`config.mk`:
```
export PLATFORM = sky130hd
export DESIGN_NAME = cpu_alu_execute_unit
export DESIGN_NICKNAME = d
export VERILOG_FILES = /design/src/hdl/cae_pkg.sv /design/src/hdl/cae_alu.sv /design/src/hdl/cpu_alu_execute_unit.sv
export SDC_FILE = /design/constraint.sdc
export NUM_CORES = 1
export LEC_CHECK = 0
export CORE_ASPECT_RATIO = 1.5
export CORE_UTILIZATION = 30
export DETAILED_ROUTE_END_ITERATION = 8
export DONT_BUFFER_PORTS = 1
export SLEW_MARGIN = 20
export SYNTH_ARGS = -nofsm -noshare
export SYNTH_HDL_FRONTEND = slang
export SYNTH_SLANG_ARGS = --single-unit
```
`constraint.sdc`:
```
create_clock -name clk -period 3.9 [get_ports clk]
set_input_delay 0.78 -clock clk [delete_from_list [all_inputs] [get_ports clk]]
set_output_delay 0.78 -clock clk [all_outputs]
set_load 0.02 [all_outputs]
```
`src/hdl/cae_pkg.sv`:
```
`timescale 1ns / 1ps
// cae_pkg: opcodes, condition codes and word types of the ALU execute unit.
// No dependencies; imported by cae_alu and cpu_alu_execute_unit.
package cae_pkg;

	typedef enum logic [3:0] {
		OP_LOAD  = 4'd0,
		OP_STORE = 4'd1,
		OP_ADD   = 4'd2,
		OP_SUB   = 4'd3,
		OP_SHL   = 4'd4,
		OP_SHR   = 4'd5,
		OP_ROL   = 4'd6,
		OP_ROR   = 4'd7,
		OP_CLC   = 4'd8,
		OP_INC   = 4'd9,
		OP_DEC   = 4'd10,
		OP_CMP   = 4'd11,
		OP_HALT  = 4'd12,
		OP_JUMP  = 4'd13,
		OP_BRIF  = 4'd14,
		OP_BRNOT = 4'd15
	} op_t;

	localparam logic [2:0] COND_Z = 3'd0;
	localparam logic [2:0] COND_N = 3'd1;
	localparam logic [2:0] COND_C = 3'd2;
	localparam logic [2:0] COND_O = 3'd3;
	localparam logic [2:0] COND_L = 3'd4;
	localparam logic [2:0] COND_G = 3'd5;

	localparam int IN_TDATA_W  = 24;
	localparam int OUT_TDATA_W = 16;

	typedef struct packed {
		logic l;
		logic g;
		logic n;
		logic z;
		logic o;
		logic c;
	} flags_t;

	typedef struct packed {
		op_t        op;
		logic       mode;
		logic [1:0] dest_reg;
		logic [1:0] src_reg;
		logic [7:0] operand;
		logic [2:0] cond;
	} instr_t;

	typedef struct packed {
		logic [7:0] result_value;
		logic       store_to_memory;
		flags_t     flags;
		logic       branch_taken;
		logic       halted;
	} result_t;

	typedef struct packed {
		logic       en;
		logic [7:0] value;
	} wback_t;

endpackage

```
`src/hdl/cae_alu.sv`:
```
`timescale 1ns / 1ps
// cae_alu: combinational execute of one instruction against the current flags.
// Depends on cae_pkg.
module cae_alu import cae_pkg::*; (
	input  instr_t     instr,
	input  logic [7:0] rd_a,
	input  logic [7:0] rd_b,
	input  flags_t     flags,
	input  logic       halt,
	output result_t    res,
	output wback_t     wb
);

	logic [7:0] b;
	logic [7:0] x;
	logic [7:0] inv;
	logic [7:0] diff;
	logic [8:0] sum;
	logic       f;

	assign b    = instr.mode ? rd_b : instr.operand;
	assign x    = instr.mode ? rd_a : instr.operand;
	assign inv  = (instr.op == OP_SUB) ? ~b : b;
	assign sum  = {1'b0, rd_a} + {1'b0, inv} + {8'd0, flags.c};
	assign diff = rd_a - b;

	always_comb begin
		case (instr.cond)
			COND_Z:  f = flags.z;
			COND_N:  f = flags.n;
			COND_C:  f = flags.c;
			COND_O:  f = flags.o;
			COND_L:  f = flags.l;
			COND_G:  f = flags.g;
			default: f = 1'b0;
		endcase
	end

	always_comb begin
		res.result_value    = 8'd0;
		res.store_to_memory = 1'b0;
		res.flags           = flags;
		res.branch_taken    = 1'b0;
		res.halted          = halt;
		wb.en               = 1'b0;
		wb.value            = 8'd0;
		if (!halt) begin
			case (instr.op)
				OP_LOAD: begin
					res.result_value = b;
					wb.en            = 1'b1;
				end
				OP_STORE: begin
					if (!instr.mode) begin
						res.result_value    = rd_a;
						res.store_to_memory = 1'b1;
					end
				end
				OP_ADD, OP_SUB: begin
					res.result_value = sum[7:0];
					res.flags.c      = sum[8];
					res.flags.o      = (sum[7] ^ rd_a[7]) & (sum[7] ^ inv[7]);
					res.flags.z      = (sum[7:0] == 8'd0);
					res.flags.n      = sum[7];
					wb.en            = 1'b1;
				end
				OP_SHL, OP_SHR, OP_ROL, OP_ROR, OP_INC, OP_DEC: begin
					case (instr.op)
						OP_SHL: begin
							res.flags.c      = x[7];
							res.result_value = {x[6:0], 1'b0};
						end
						OP_SHR: begin
							res.flags.c      = x[0];
							res.result_value = {1'b0, x[7:1]};
						end
						OP_ROL: begin
							res.flags.c      = x[7];
							res.result_value = {x[6:0], x[7]};
						end
						OP_ROR: begin
							res.flags.c      = x[0];
							res.result_value = {x[0], x[7:1]};
						end
						OP_INC:  res.result_value = x + 8'd1;
						default: res.result_value = x - 8'd1;
					endcase
					res.flags.z = (res.result_value == 8'd0);
					res.flags.n = res.result_value[7];
					if (instr.mode)
						wb.en = 1'b1;
					else
						res.store_to_memory = 1'b1;
				end
				OP_CLC:  res.flags.c = 1'b0;
				OP_CMP: begin
					res.flags.z = (rd_a == b);
					res.flags.n = diff[7];
					res.flags.g = (rd_a > b);
					res.flags.l = (rd_a < b);
				end
				OP_HALT: res.halted       = 1'b1;
				OP_JUMP: res.branch_taken = 1'b1;
				OP_BRIF: res.branch_taken = f;
				OP_BRNOT: res.branch_taken = !f;
				default: res.branch_taken = 1'b0;
			endcase
			wb.value = res.result_value;
		end
	end

endmodule

```
`src/hdl/cpu_alu_execute_unit.sv`:
```
`timescale 1ns / 1ps
// cpu_alu_execute_unit: 8-bit execute stage with register file, flags and halt mark.
// Depends on cae_pkg and cae_alu.
// Pipeline: an accepted word enters the input register, its result the result reg.
// Throughput: one word per cycle unless m_axis_tready stalls the output; the
// register file and flags update as a word leaves the input register, so the next
// word sees them at once.
// Reset (arst_n low, async): registers, flags, halt mark and valid bits clear to zero.
module cpu_alu_execute_unit import cae_pkg::*; #(
	parameter int NUM_REGS = 4
) (
	input  logic                   clk,
	input  logic                   arst_n,
	input  logic                   s_axis_tvalid,
	output logic                   s_axis_tready,
	// op[3:0], dest_reg[5:4], src_reg[7:6], operand[15:8], cond[18:16], zero fill
	input  logic [IN_TDATA_W-1:0]  s_axis_tdata,
	// mode[0]
	input  logic                   s_axis_tuser,
	output logic                   m_axis_tvalid,
	input  logic                   m_axis_tready,
	// result_value[7:0], carry[8], overflow[9], zero[10], negative[11],
	// greater[12], less[13], branch_taken[14], halted[15]
	output logic [OUT_TDATA_W-1:0] m_axis_tdata,
	// store_to_memory[0]
	output logic                   m_axis_tuser
);

	localparam int IDX_W = (NUM_REGS > 1) ? $clog2(NUM_REGS) : 1;

	instr_t     in_instr;
	instr_t     instr_s1;
	logic       v_s1;
	result_t    res_s2;
	logic       v_s2;
	logic       adv;
	logic [7:0] regs_q [NUM_REGS];
	flags_t     flags_q;
	logic       halt_q;
	logic       d_ok;
	logic       s_ok;
	logic [7:0] rd_a;
	logic [7:0] rd_b;
	result_t    res;
	wback_t     wb;

	always_comb begin
		in_instr.op       = op_t'(s_axis_tdata[3:0]);
		in_instr.mode     = s_axis_tuser;
		in_instr.dest_reg = s_axis_tdata[5:4];
		in_instr.src_reg  = s_axis_tdata[7:6];
		in_instr.operand  = s_axis_tdata[15:8];
		in_instr.cond     = s_axis_tdata[18:16];
	end

	assign adv           = v_s1 && (!v_s2 || m_axis_tready);
	assign s_axis_tready = !v_s1 || adv;

	always_ff @(posedge clk or negedge arst_n) begin
		if (!arst_n) begin
			v_s1 <= 1'b0;
		end else if (s_axis_tready) begin
			v_s1 <= s_axis_tvalid;
		end
	end

	always_ff @(posedge clk) begin
		if (s_axis_tvalid && s_axis_tready)
			instr_s1 <= in_instr;
	end

	assign d_ok = (32'(instr_s1.dest_reg) < NUM_REGS);
	assign s_ok = (32'(instr_s1.src_reg) < NUM_REGS);
	assign rd_a = d_ok ? regs_q[IDX_W'(instr_s1.dest_reg)] : 8'd0;
	assign rd_b = s_ok ? regs_q[IDX_W'(instr_s1.src_reg)] : 8'd0;

	cae_alu u_alu (
		.instr (instr_s1),
		.rd_a  (rd_a),
		.rd_b  (rd_b),
		.flags (flags_q),
		.halt  (halt_q),
		.res   (res),
		.wb    (wb)
	);

	always_ff @(posedge clk or negedge arst_n) begin
		if (!arst_n) begin
			for (int i = 0; i < NUM_REGS; i++)
				regs_q[i] <= 8'd0;
			flags_q <= '0;
			halt_q  <= 1'b0;
		end else if (adv) begin
			if (wb.en && d_ok)
				regs_q[IDX_W'(instr_s1.dest_reg)] <= wb.value;
			flags_q <= res.flags;
			halt_q  <= res.halted;
		end
	end

	always_ff @(posedge clk or negedge arst_n) begin
		if (!arst_n) begin
			v_s2 <= 1'b0;
		end else if (adv) begin
			v_s2 <= 1'b1;
		end else if (m_axis_tready) begin
			v_s2 <= 1'b0;
		end
	end

	always_ff @(posedge clk) begin
		if (adv)
			res_s2 <= res;
	end

	assign m_axis_tvalid = v_s2;
	assign m_axis_tuser  = res_s2.store_to_memory;
	assign m_axis_tdata  = {res_s2.halted, res_s2.branch_taken,
		res_s2.flags.l, res_s2.flags.g, res_s2.flags.n, res_s2.flags.z,
		res_s2.flags.o, res_s2.flags.c, res_s2.result_value};

	a_halt_sticky: assert property (@(posedge clk) disable iff (!arst_n)
		halt_q |=> halt_q)
		else $error("halt mark cleared without reset");

	a_halted_quiet: assert property (@(posedge clk) disable iff (!arst_n)
		m_axis_tvalid && m_axis_tdata[15] |->
			!m_axis_tuser && !m_axis_tdata[14] && (m_axis_tdata[7:0] == 8'd0))
		else $error("halted result carries a store, branch or value");

	a_flags_hold: assert property (@(posedge clk) disable iff (!arst_n)
		!adv |=> $stable(flags_q) && $stable(halt_q))
		else $error("flags changed with no word executed");

endmodule

```
[Yosys cells after proc, flatten, opt, wreduce, memory -nomap -nowiden]
Cells that the tools add are included.
Cells by class
  bitwise operators: 6
  $lt $le $gt $ge: 5
  multipliers: 0
  mux-type cells: 33
  reductions and logical operators: 19
  equal/unequal tests: 21
  $add $sub $neg: 5
  divide/modulo/power cells: 0
  shift operators: 0
Operators with widths (count)
  $mux W8: 11
  $pmux W8 S5: 1
  $bmux W8 S2: 2
  $bwmux W32: 1
  $eq A4 B4 Y1 const B: 8
  $pmux W8 S4: 1
  $mux W9: 2
  $demux W8 S2: 1
  $eq A4 B3 Y1 const B: 4
  $logic_not A8 Y1: 2
  $add A8 B8 Y9: 1
  $add A9 B1 Y9: 1
  $add A8 B1 Y8 const B: 1
  $eq A4 B2 Y1 const B: 2
  $eq A8 B8 Y1: 1
  $gt A8 B8 Y1: 1
  $lt A8 B8 Y1: 1
  $not A8 Y8: 1
  $sub A8 B1 Y8 const B: 1
  $sub A8 B8 Y8: 1
  $eq A3 B2 Y1 const B: 2
  $eq A3 B3 Y1 const B: 2
  $ge A3 B3 Y1 const B: 2
  $mux W1: 6
  other kinds (21): 33
Storage, ports and cells
  memories: 0
  bits in latches: 0
  memory bits (writable): 0
  bits in registers: 78
  input bits: 29
  ROM bits: 0
  logic and storage cells: 118

[Logic depth before layout (Yosys ltp)]
Gate-level depths: netlist of run 1.
  depth after elaboration: 13
  gate-level depth with buffers: 15
  depth with buffers taken out: 13

[Hierarchy]
From an unflattened synthesis of run 1, not the netlist that was laid out.
Second synthesis, totals
  cells, all modules: 451
  area, all modules: 5161.2 µm²
By module, submodules not included
  cpu_alu_execute_unit: times used 1, cells an instance 152, area an instance 3114.2 µm², sequential area each 2137.0 µm²
  cae_alu: times used 1, cells an instance 299, area an instance 2047.0 µm², sequential area each 0.0 µm²

[Worst setup path before layout of run 1]
No wires, ideal clock.
  path type: reg-to-reg
  start: reg instr_s1[11] (netlist name)
  end: reg regs_q[22] (netlist name)
  path buffers: 1
  stages on the path, launching flop included: 15
  setup slack: 0.290 ns
  arrival time: 3.485 ns
  cells stage by stage: edfxtp_1 -> buf_4 -> mux4_2 -> nand2_1 -> nand2_1 -> xor2_1 -> fa_1 -> fa_1 -> a21o_1 -> a21o_1 -> a2111o_1 -> o211ai_1 -> o221a_2 -> nor2_2 -> mux2_2
Between the ends
  cells in the longest elaborated chain, start to end: 12
Ends and longest elaborated chain
  start: declaration: line cpu_alu_execute_unit.sv:32  | instr_t instr_s1;
  start signal: assignment: line cpu_alu_execute_unit.sv:69  | instr_s1 <= in_instr;
  $not A2 Y3 (implied by the code) *: line cpu_alu_execute_unit.sv:75  | assign rd_b = s_ok ? regs_q[IDX_W'(instr_s1.src_reg)] : 8'd0;
  $bmux W8 S2 *: line cpu_alu_execute_unit.sv:75
  $mux W8 (implied by the code) * (2 in a row): line cpu_alu_execute_unit.sv:75
  $mux W8 *: line cae_alu.sv:21  | assign b = instr.mode ? rd_b : instr.operand;
  $not A8 Y8: line cae_alu.sv:23  | assign inv = (instr.op == OP_SUB) ? ~b : b;
  $mux W8: line cae_alu.sv:23
  $add A8 B8 Y9: line cae_alu.sv:24  | assign sum = {1'b0, rd_a} + {1'b0, inv} + {8'd0, flags.c};
  $add A9 B1 Y9: line cae_alu.sv:24
  $pmux W8 S4 *: line cae_alu.sv:48  | case (instr.op)
  $mux W9 *: line cae_alu.sv:47  | if (!halt) begin
  $bwmux W32 *: line cpu_alu_execute_unit.sv:95  | regs_q[IDX_W'(instr_s1.dest_reg)] <= wb.value;
  end signal: indexed assignment: line cpu_alu_execute_unit.sv:95
  end: declaration: line cpu_alu_execute_unit.sv:37  | logic [7:0] regs_q [NUM_REGS];
Every way passes the cells marked *; elsewhere a longest branch is shown, timed or not. The select of a mux whose other input is x is not followed.
A chain may end at the register's enable or synchronous reset.

[Worst setup path in the final report of run 1]
Same ends and word-level chain as after synthesis.

==> impl_summary.log, run 1 <==
[metrics] number of antenna violations at the first check in global routing: 0
[metrics] number of primary I/O pins: 48
[metrics] run status: completed
[metrics] register clock-pin slew on the reported worst setup and hold paths: about 0.060 ns
[metrics] Seq/Total Area, Yosys: 41.0%
[metrics] main area contributors after synthesis: sky130_fd_sc_hd__edfxtp_1 21%, sky130_fd_sc_hd__dfrtp_1 20%, sky130_fd_sc_hd__mux2_2 10%, sky130_fd_sc_hd__ha_1 5.0%, sky130_fd_sc_hd__mux4_2 4.3%
[metrics] mean post-synth cell area: ~11 µm²
[metrics] switching power of the nets: roughly 0.94 mW
[metrics] share of layout cells above drive strength 1: between 20% and 30%
[metrics] amount of wire on met2 after detailed routing: roughly 7.9 mm
[metrics] CTS Hold Bufs: 0
[metrics] synthesized flop and latch total: between 70 and 80
[metrics] detailed-placement wirelength estimate: ~11 mm
[metrics] Clock Skews: approximately 0.01 ns
[metrics] initial core utilization: between 30% and 40%
[metrics] Post-synth ARST share: 52.6%
[metrics] clock insertion delay at the later pin of the skew report: 0.35 ns
[metrics] Worst Hold Margin: between 0.1 and 0.15 ns
[metrics] leading cell types in the layout, fill and taps excluded: 47 x sky130_fd_sc_hd__mux2_2, 41 x sky130_fd_sc_hd__dfrtp_1, 37 x sky130_fd_sc_hd__edfxtp_1
[metrics] DR vias/cell: approximately 5.6
[metrics] placer's final routability congestion estimate: about 0.94
[metrics] share of the synthesized area in the top cell type: 21.3%
[metrics] critical path required time: 4.13 ns
[metrics] shortest period the worst path allows: ~3.8 ns
[metrics] slew at the pin closest to its max-slew limit: ~0.98 ns
[metrics] YS warnings: 0
[metrics] global-route usage over all layers: about 17%
[metrics] setup repair after global routing missed its margin: no
[metrics] Highest Clock Rate: around 0.26 GHz
[metrics] most common cell after layout, fill and taps aside: sky130_fd_sc_hd__mux2_2
[metrics] number of detailed-routing iterations run before antenna repair: 4
[metrics] highest ir drop seen on vdd: roughly 0.23 mV
[metrics] clock tree from TritonCTS: built
[metrics] Critical Path Start Type: register
[metrics] count of distinct cell types in the synthesized netlist: 70
[metrics] total nets after synthesis: 520
[metrics] P_int: roughly 1.9 mW
[metrics] cells after synthesis: 467
[metrics] sequential cell fraction of total power: around two fifths
[metrics] Setup TNS Final: 0 ns
[metrics] H-tree level count: 3
[metrics] max-slew violations: 0
[metrics] I/O Buffers: 0
[metrics] clock net sink count: 78
[metrics] area of the multi-input gates: a little under 3000 µm²
[metrics] TritonCTS Buffers: 9
[metrics] Filler Cells Inserted: roughly 1600
[metrics] worst path cell trace: mux4_2, nand2_1, nand2_1, xor2_1, fa_1, fa_2, a21o_1, a21o_1, a2111o_1, o211ai_1, o221a_2, nor2_4, mux2_2
[metrics] routed wire length: 14.7 mm
[metrics] Area growth syn-to-layout: 14.0%
[metrics] met3 wire length: between 800 and 900 µm
[metrics] post-route ant nets: 0
[metrics] Top Layer Used: met4
[metrics] Comb power frac: 29.8%
[metrics] met1 WL: slightly above 5 mm
[metrics] maximum net fanout on the critical path: 5
[metrics] relative slew slack: between 30% and 40%
[metrics] Root Buffer Master: sky130_fd_sc_hd__clkbuf_16
[metrics] total overflow reported by the global router: 0
[metrics] instance area after placement: around 5600 µm²
[metrics] final hold viol count: 0
[metrics] nature of the critical path endpoint: register
[metrics] min-delay worst type: in2async
[metrics] fraction of the cycle the final worst path needs: 97.3%
[metrics] P_leak: about 2.4 nW
[metrics] post-synthesis instance area: 5210 µm²
[metrics] number of maximum-capacitance violations: 0
[metrics] peak per-stage delay on the critical path: 0.51 ns
[metrics] number of instances in the placed design: 689
[metrics] CTS Buffer Depth: 2
[metrics] Critical Setup Path Class: reg2reg
[metrics] vertical die dimension: ~160 µm
[metrics] detailed-route DRC error count: 0
[metrics] wire length of the first global-routing pass: around 23 mm
[metrics] nets: 546
[metrics] largest net degree at the start of global routing: between 40 and 50
[metrics] area taken by flip-flops and latches: 2140 µm²
[metrics] fraction of power consumed by the clock network: 30.0%
[metrics] power per standard cell area: around 480 nW/µm²
[metrics] die footprint: 17900 µm²
[metrics] initial detailed-routing violation count: 210
[metrics] area of all placed cells without fillers: slightly below 6000 µm²
[metrics] mean routed wirelength per cell: slightly above 20 µm
[metrics] Overall Power: approximately 2.8 mW
[metrics] total via count after detailed routing: ~4000
[metrics] Final Instance Count excl. Fillers: 708
[metrics] Horiz. Die Dim: 110 µm
[metrics] number of failing setup endpoints in the final timing report: 0
[metrics] area of the core: about 17000 µm²
[metrics] dominant register cell in the synthesized netlist: sky130_fd_sc_hd__dfrtp_1
[metrics] Slowest cell on crit path: sky130_fd_sc_hd__mux4_2
[metrics] via count of the first global-routing pass: between 4000 and 5000
[metrics] endpoint arrival time on the critical path: approximately 4.0 ns
[metrics] number of enable flip-flop cells after synthesis: 37
[metrics] Inserted Diodes: 0
[metrics] placement row count: 58
[metrics] cell type with the highest aggregate area in the netlist: sky130_fd_sc_hd__edfxtp_1
[metrics] switching share of total power: 33.2%
==> per-stage QoR <==
step           util, %  worst slack, ns
2_1_floorplan        -            0.290
3_3_place_gp      33.1           0.0576
3_5_place_dp      33.1           0.0194
4_1_cts           34.9         0.000273
5_1_grt           35.1           0.0162
6_report          35.1            0.104
==> worst max-delay path: cells and delay by family, from the launching register on <==
kind	cells	cell delay (ns)
mux	2	0.79
simple gates	3	0.28
compound gates	5	1.21
xor+xnor	1	0.19
fa+ha+maj	2	0.81
flops	1	0.39
==> synth_stat cells, types with 4 or more instances <==
master / n
sky130_fd_sc_hd__xnor2_1: 10
sky130_fd_sc_hd__nor2b_1: 11
sky130_fd_sc_hd__a31oi_1: 4
sky130_fd_sc_hd__nor2_1: 28
sky130_fd_sc_hd__nand2_1: 29
sky130_fd_sc_hd__ha_1: 21
sky130_fd_sc_hd__nand2b_1: 13
sky130_fd_sc_hd__and2_1: 5
sky130_fd_sc_hd__nand3_1: 9
sky130_fd_sc_hd__a21o_1: 7
sky130_fd_sc_hd__nor3_1: 5
sky130_fd_sc_hd__xor2_1: 7
sky130_fd_sc_hd__a211oi_1: 5
sky130_fd_sc_hd__a21oi_1: 24
sky130_fd_sc_hd__o21a_1: 4
sky130_fd_sc_hd__mux2i_1: 16
sky130_fd_sc_hd__mux2_2: 47
sky130_fd_sc_hd__clkbuf_1: 7
sky130_fd_sc_hd__o221ai_1: 6
sky130_fd_sc_hd__nand4_1: 5
sky130_fd_sc_hd__inv_1: 14
sky130_fd_sc_hd__dfrtp_1: 41
sky130_fd_sc_hd__buf_2: 6
sky130_fd_sc_hd__o21ai_0: 18
sky130_fd_sc_hd__edfxtp_1: 37
sky130_fd_sc_hd__or3_1: 6
sky130_fd_sc_hd__mux4_2: 10
sky130_fd_sc_hd__o211ai_1: 4
sky130_fd_sc_hd__o21bai_1: 4
==> repair_timing <==
item,4_1_cts,5_1_grt
resized for setup,0,3
setup endpoints to repair,0,25
buffers inserted,0,3
==> power by group through the flow <==
stage | clock network, mW | registers [mW] | logic (mW)
global route | 0.907 | 1.16 | 0.911
detailed placement | 0 | 1.15 | 0.821
finish | 0.848 | 1.14 | 0.842
floorplan | 0 | 1.11 | 0.604
CTS | 0.869 | 1.14 | 0.827
global placement | 0 | 1.14 | 0.805
==> flip-flops by register name (all words and copies together), names as in the netlist <==
register       count
flags_q            6
instr_s1          20
m_axis_tvalid      1
v_s1               1
m_axis_tdata      16
m_axis_tuser       1
regs_q            32
halt_q             1
==> layout make-up <==
cell class	instances	area share, %
Inverter	15	0.949
Timing Repair Buffer	34	4.30
Sequential cell	78	36.0
Clock inverter	7	1.22
Tap cell	210	4.43
Clock buffer	9	3.79
Multi-Input combinational cell	355	49.3
==> cells by family (layout without fill, tap and decap cells) <==
group           Yosys count  after routing  synth area share [%]
flops                    78             78                  41.0
simple gates            127            127                  12.9
compound gates          114            114                  16.4
buf+inv                  34             65                  3.03
mux                      73             73                  17.6
fa+ha+maj                24             24                  6.20
xor+xnor                 17             17                  2.86
==> per-layer routing <==
metal | global-route usage, % | up-vias
met5 | 0 | -
met2 | 31.7 | 157
met3 | 4.55 | 45
met1 | 17.7 | 1949
li1 | - | 1837
met4 | 10.0 | 0
==> worst paths after layout <==
kind	cells past startpoint	endpoint	slack, ns	start
worst max-delay path	13	regs_q[22]$_DFFE_PN0P_	0.10	instr_s1[11]$_DFFE_PP_
worst min-delay path	0	v_s1$_DFFE_PN0N_	0.12	arst_n
worst max register to register	13	regs_q[22]$_DFFE_PN0P_	0.10	instr_s1[11]$_DFFE_PP_
worst min register to register	1	m_axis_tvalid$_DFFE_PN0P_	0.50	v_s1$_DFFE_PN0N_
max in group asynchronous	0	regs_q[24]$_DFFE_PN0P_	3.68	arst_n
min in group clk	1	m_axis_tvalid$_DFFE_PN0P_	0.50	v_s1$_DFFE_PN0N_
(Power assumes the default switching activity.)
==> run 2, diff against run 1 <==
--- a/config.mk
+++ b/config.mk
@@ -5,6 +5,7 @@
 export SDC_FILE = /design/constraint.sdc
 export NUM_CORES = 1
 export LEC_CHECK = 0
+export ABC_AREA = 1
 export CORE_ASPECT_RATIO = 1.5
 export CORE_UTILIZATION = 30
 export DETAILED_ROUTE_END_ITERATION = 8
==> constraint.sdc (replaced) <==
create_clock -name clk -period 3.48 [get_ports clk]
set_input_delay 0.696 -clock clk [delete_from_list [all_inputs] [get_ports clk]]
set_output_delay 0.696 -clock clk [all_outputs]
set_load 0.02 [all_outputs]
==> impl_summary.log, run 2 <==
[metrics] run status: completed
[metrics] Overall Power: 2.45 mW
[metrics] highest ir drop seen on vdd: around 0.21 mV
[metrics] number of flip-flops in the largest register: 32
[metrics] Horiz. Die Dim: 110 µm
[metrics] fraction of the cycle the final worst path needs: a little over nine tenths
[metrics] post-place setup slack: between 0.1 and 0.15 ns
[metrics] relative slew slack: between 30% and 40%
[metrics] Worst R2R Setup Slack: approximately 0.19 ns
[metrics] Post-synth ARST share: 52.6%
[metrics] DR vias/cell: 4.92
[metrics] dominant register cell in the synthesized netlist: sky130_fd_sc_hd__dfrtp_1
[metrics] post-route ant nets: 0
[metrics] clock tree from TritonCTS: built
[metrics] largest net degree at the start of global routing: 42
[metrics] number of enable flip-flop cells after synthesis: 37
[metrics] initial detailed-routing violation count: ~150
[metrics] min-delay worst type: in2async
[metrics] number of detailed-routing iterations run before antenna repair: 5
[metrics] depth of the most critical reg-to-reg path: 17
[metrics] met1 Resource Use GR: roughly 17%
[metrics] critical path required time: between 3 and 4 ns
[metrics] routed wire length: roughly 14 mm
[metrics] leading cell types in the layout, fill and taps excluded: 227 x sky130_fd_sc_hd__nand2_1, 73 x sky130_fd_sc_hd__inv_1, 48 x sky130_fd_sc_hd__nand3_1
[metrics] Root Buffer Master: sky130_fd_sc_hd__clkbuf_16
[metrics] global-route usage over all layers: 17.2%
[metrics] R2R Path Start: instr_s1[11]$_DFFE_PP_
[metrics] P_leak: roughly 2.7 nW
[metrics] setup repair after global routing missed its margin: yes
[metrics] detailed-route DRC error count: 0
[metrics] final hold viol count: 0
[metrics] nature of the critical path endpoint: register
[metrics] share of the synthesized area in the top cell type: a little over a fifth
[metrics] clock insertion delay at the later pin of the skew report: 0.35 ns
[metrics] register clock-pin slew on the reported worst setup and hold paths: around 0.070 ns
[metrics] Inserted Diodes: 0
[metrics] most common cell after layout, fill and taps aside: sky130_fd_sc_hd__nand2_1
[metrics] Seq/Total Area, Yosys: about two fifths
[metrics] post-synthesis instance area: roughly 5200 µm²
[metrics] area of all placed cells without fillers: 5790 µm²
[metrics] cell type with the highest aggregate area in the netlist: sky130_fd_sc_hd__edfxtp_1
[metrics] Worst Hold Margin: 0.0345 ns
[metrics] most frequent cell after synthesis: sky130_fd_sc_hd__nand2_1
[metrics] met2 layer usage reported by global route: 32.4%
[metrics] total via count after detailed routing: around 4400
[metrics] share of layout cells above drive strength 1: 12.4%
[metrics] total overflow reported by the global router: 0
[metrics] Clock Skews: 0.0118 ns
[metrics] total nets after synthesis: ~730
[metrics] shortest period the worst path allows: about 3.3 ns
[metrics] I/O Buffers: 0
[metrics] nets: between 700 and 800
[metrics] number of primary I/O pins: 48
[metrics] Highest Clock Rate: 0.304 GHz
[metrics] wire length of the first global-routing pass: about 23 mm
[metrics] top cells by count, synth: 227 x sky130_fd_sc_hd__nand2_1, 73 x sky130_fd_sc_hd__inv_1, 48 x sky130_fd_sc_hd__nand3_1
[metrics] CTS Buffer Depth: 2
[metrics] sequential cell fraction of total power: roughly 45%
[metrics] CTS Hold Bufs: 0
[metrics] synthesized flop and latch total: 78
[metrics] main area contributors after synthesis: sky130_fd_sc_hd__edfxtp_1 21%, sky130_fd_sc_hd__dfrtp_1 20%, sky130_fd_sc_hd__nand2_1 16%, sky130_fd_sc_hd__inv_1 5.3%, sky130_fd_sc_hd__ha_1 5.0%
[metrics] placer's final routability congestion estimate: just under 1
[metrics] number of maximum-capacitance violations: 0
[metrics] fraction of power consumed by the clock network: 37.4%
[metrics] max-slew violations: 0
[metrics] number of antenna violations at the first check in global routing: 0
[metrics] endpoint arrival time on the critical path: between 3 and 4 ns
[metrics] power per standard cell area: approximately 420 nW/µm²
[metrics] mean routed wirelength per cell: ~16 µm
[metrics] die footprint: 17900 µm²
[metrics] H-tree level count: 3
[metrics] placement row count: between 50 and 60
[metrics] Critical Setup Path Class: reg2reg
[metrics] initial core utilization: 30.8%
[metrics] Comb power frac: a little under a fifth
[metrics] instance area after placement: 5480 µm²
[metrics] detailed-placement wirelength estimate: ~11 mm
[metrics] mean post-synth cell area: between 7 and 8 µm²
[metrics] Setup TNS Final: 0 ns
[metrics] switching share of total power: approximately a third
[metrics] YS warnings: 0
[metrics] RR Endpoint: m_axis_tdata[10]$_DFFE_PP_
[metrics] count of distinct cell types in the synthesized netlist: 47
[metrics] Area growth syn-to-layout: 11.2%
[metrics] Critical Path Start Type: register
[metrics] P_int: around 1.7 mW
[metrics] number of failing setup endpoints in the final timing report: 0
[metrics] vertical die dimension: ~160 µm
[metrics] area of the core: around 17000 µm²
[metrics] slew at the pin closest to its max-slew limit: 0.914 ns
[metrics] cells after synthesis: roughly 670
[metrics] met3 Resource Use GR: under 10%
[metrics] maximum net fanout on the critical path: 4
[metrics] post-route worst setup slack: approximately 0.19 ns
[metrics] clock net sink count: 78
[metrics] TritonCTS Buffers: 9
[metrics] via count of the first global-routing pass: between 4000 and 5000
[metrics] top register by number of flip-flops: regs_q
[metrics] gr busiest metal: met2
[metrics] switching power of the nets: 0.779 mW
==> run 2: cell count changes after synthesis, moves of 13 or more <==
cell / previous run / this run
sky130_fd_sc_hd__nand2_2: 0 / 16
sky130_fd_sc_hd__nand3_1: 9 / 48
sky130_fd_sc_hd__inv_1: 14 / 73
sky130_fd_sc_hd__o21ai_0: 18 / 37
sky130_fd_sc_hd__mux2i_1: 16 / 0
sky130_fd_sc_hd__mux2_2: 47 / 0
sky130_fd_sc_hd__o21ai_1: 1 / 18
sky130_fd_sc_hd__nand2_1: 29 / 227
sky130_fd_sc_hd__nand2b_1: 13 / 0
==> run 2: how the worst max path moves through the flow <==
stage                                 from                            end  slack, ns  cells after the start
finish              instr_s1[11]$_DFFE_PP_     m_axis_tdata[10]$_DFFE_PP_       0.19                     17
floorplan           instr_s1[12]$_DFFE_PP_  m_axis_tdata[6]$_SDFFCE_PP0P_       0.31                     17
CTS                 instr_s1[11]$_DFFE_PP_         regs_q[30]$_DFFE_PN0P_       0.06                     17
global placement    instr_s1[11]$_DFFE_PP_      m_axis_tdata[8]$_DFFE_PP_       0.14                     17
detailed placement  instr_s1[11]$_DFFE_PP_     m_axis_tdata[10]$_DFFE_PP_       0.10                     17
global route        instr_s1[11]$_DFFE_PP_     m_axis_tdata[10]$_DFFE_PP_      -0.02                     17
==> run 2: logic make-up (layout without fill, tap and decap cells) <==
logic type               Yosys count  count (layout)  share of synthesized area, %
AO/OA/AOI/OAI                    115             115                          12.9
XOR/XNOR                          14              14                          2.35
adder cells (fa/ha/maj)           24              24                          6.20
buffers and inverters             98             117                          8.31
flip-flops                        78              78                          41.0
AND/OR/NAND/NOR                  344             344                          29.2
==> run 2: worst max-delay path, cell delays in order, from the launching register on <==
cell and delay (ns):
sky130_fd_sc_hd__edfxtp_1 0.42, sky130_fd_sc_hd__inv_1 0.13, sky130_fd_sc_hd__nand2_1 0.07, sky130_fd_sc_hd__a221o_1 0.35, sky130_fd_sc_hd__nand2_1 0.13, sky130_fd_sc_hd__xor2_1 0.10, sky130_fd_sc_hd__fa_2 0.39, sky130_fd_sc_hd__fa_2 0.36
sky130_fd_sc_hd__nand3_1 0.08, sky130_fd_sc_hd__nand2_1 0.09, sky130_fd_sc_hd__nand2_1 0.07, sky130_fd_sc_hd__nand2_1 0.07, sky130_fd_sc_hd__a21oi_2 0.16, sky130_fd_sc_hd__xor2_1 0.21, sky130_fd_sc_hd__nand3_1 0.16, sky130_fd_sc_hd__nor2_1 0.16
sky130_fd_sc_hd__nor2_1 0.07, sky130_fd_sc_hd__a21boi_1 0.15
==> run 2: per-stage QoR <==
step,util (%),cells
after floorplan,-,673
final,34.3,902
after detailed placement,32.4,885
after global placement,32.4,885
after CTS,34.1,901
after global routing,34.3,902
==> run 2: timing repair <==
| item | CTS | global route |
|---|---|---|
| gates resized for setup | 0 | 4 |
| buffers inserted | 0 | 1 |
| hold endpoints to repair | 0 | 0 |
| endpoints found under the setup margin | 0 | 10 |
==> run 2: metal layers <==
metal	up-vias	share of wire, %
li1	2243	-
met1	2042	36
met2	105	54
met3	52	3.3
met4	0	5.9
met5	-	0
==> run 2: final cells by class <==
| type | instances | area [µm²] |
|---|---|---|
| Multi-Input combinational cell | 497 | 2660 |
| Clock inverter | 7 | 65.1 |
| Fill cell | 1772 | 11100 |
| Inverter | 83 | 314 |
| Timing Repair Buffer | 18 | 135 |
| Sequential cell | 78 | 2140 |
| Tap cell | 210 | 263 |
| Clock buffer | 9 | 225 |
==> run 2: power groups by stage <==
stage                     Sequential [mW]  Combinational (mW)  Clock [mW]
final                                1.09               0.445       0.914
after global routing                 1.09               0.495       0.977
after CTS                            1.09               0.440       0.943
after detailed placement             1.11               0.437           0
after global placement               1.11               0.436           0
after floorplan                      1.10               0.327           0
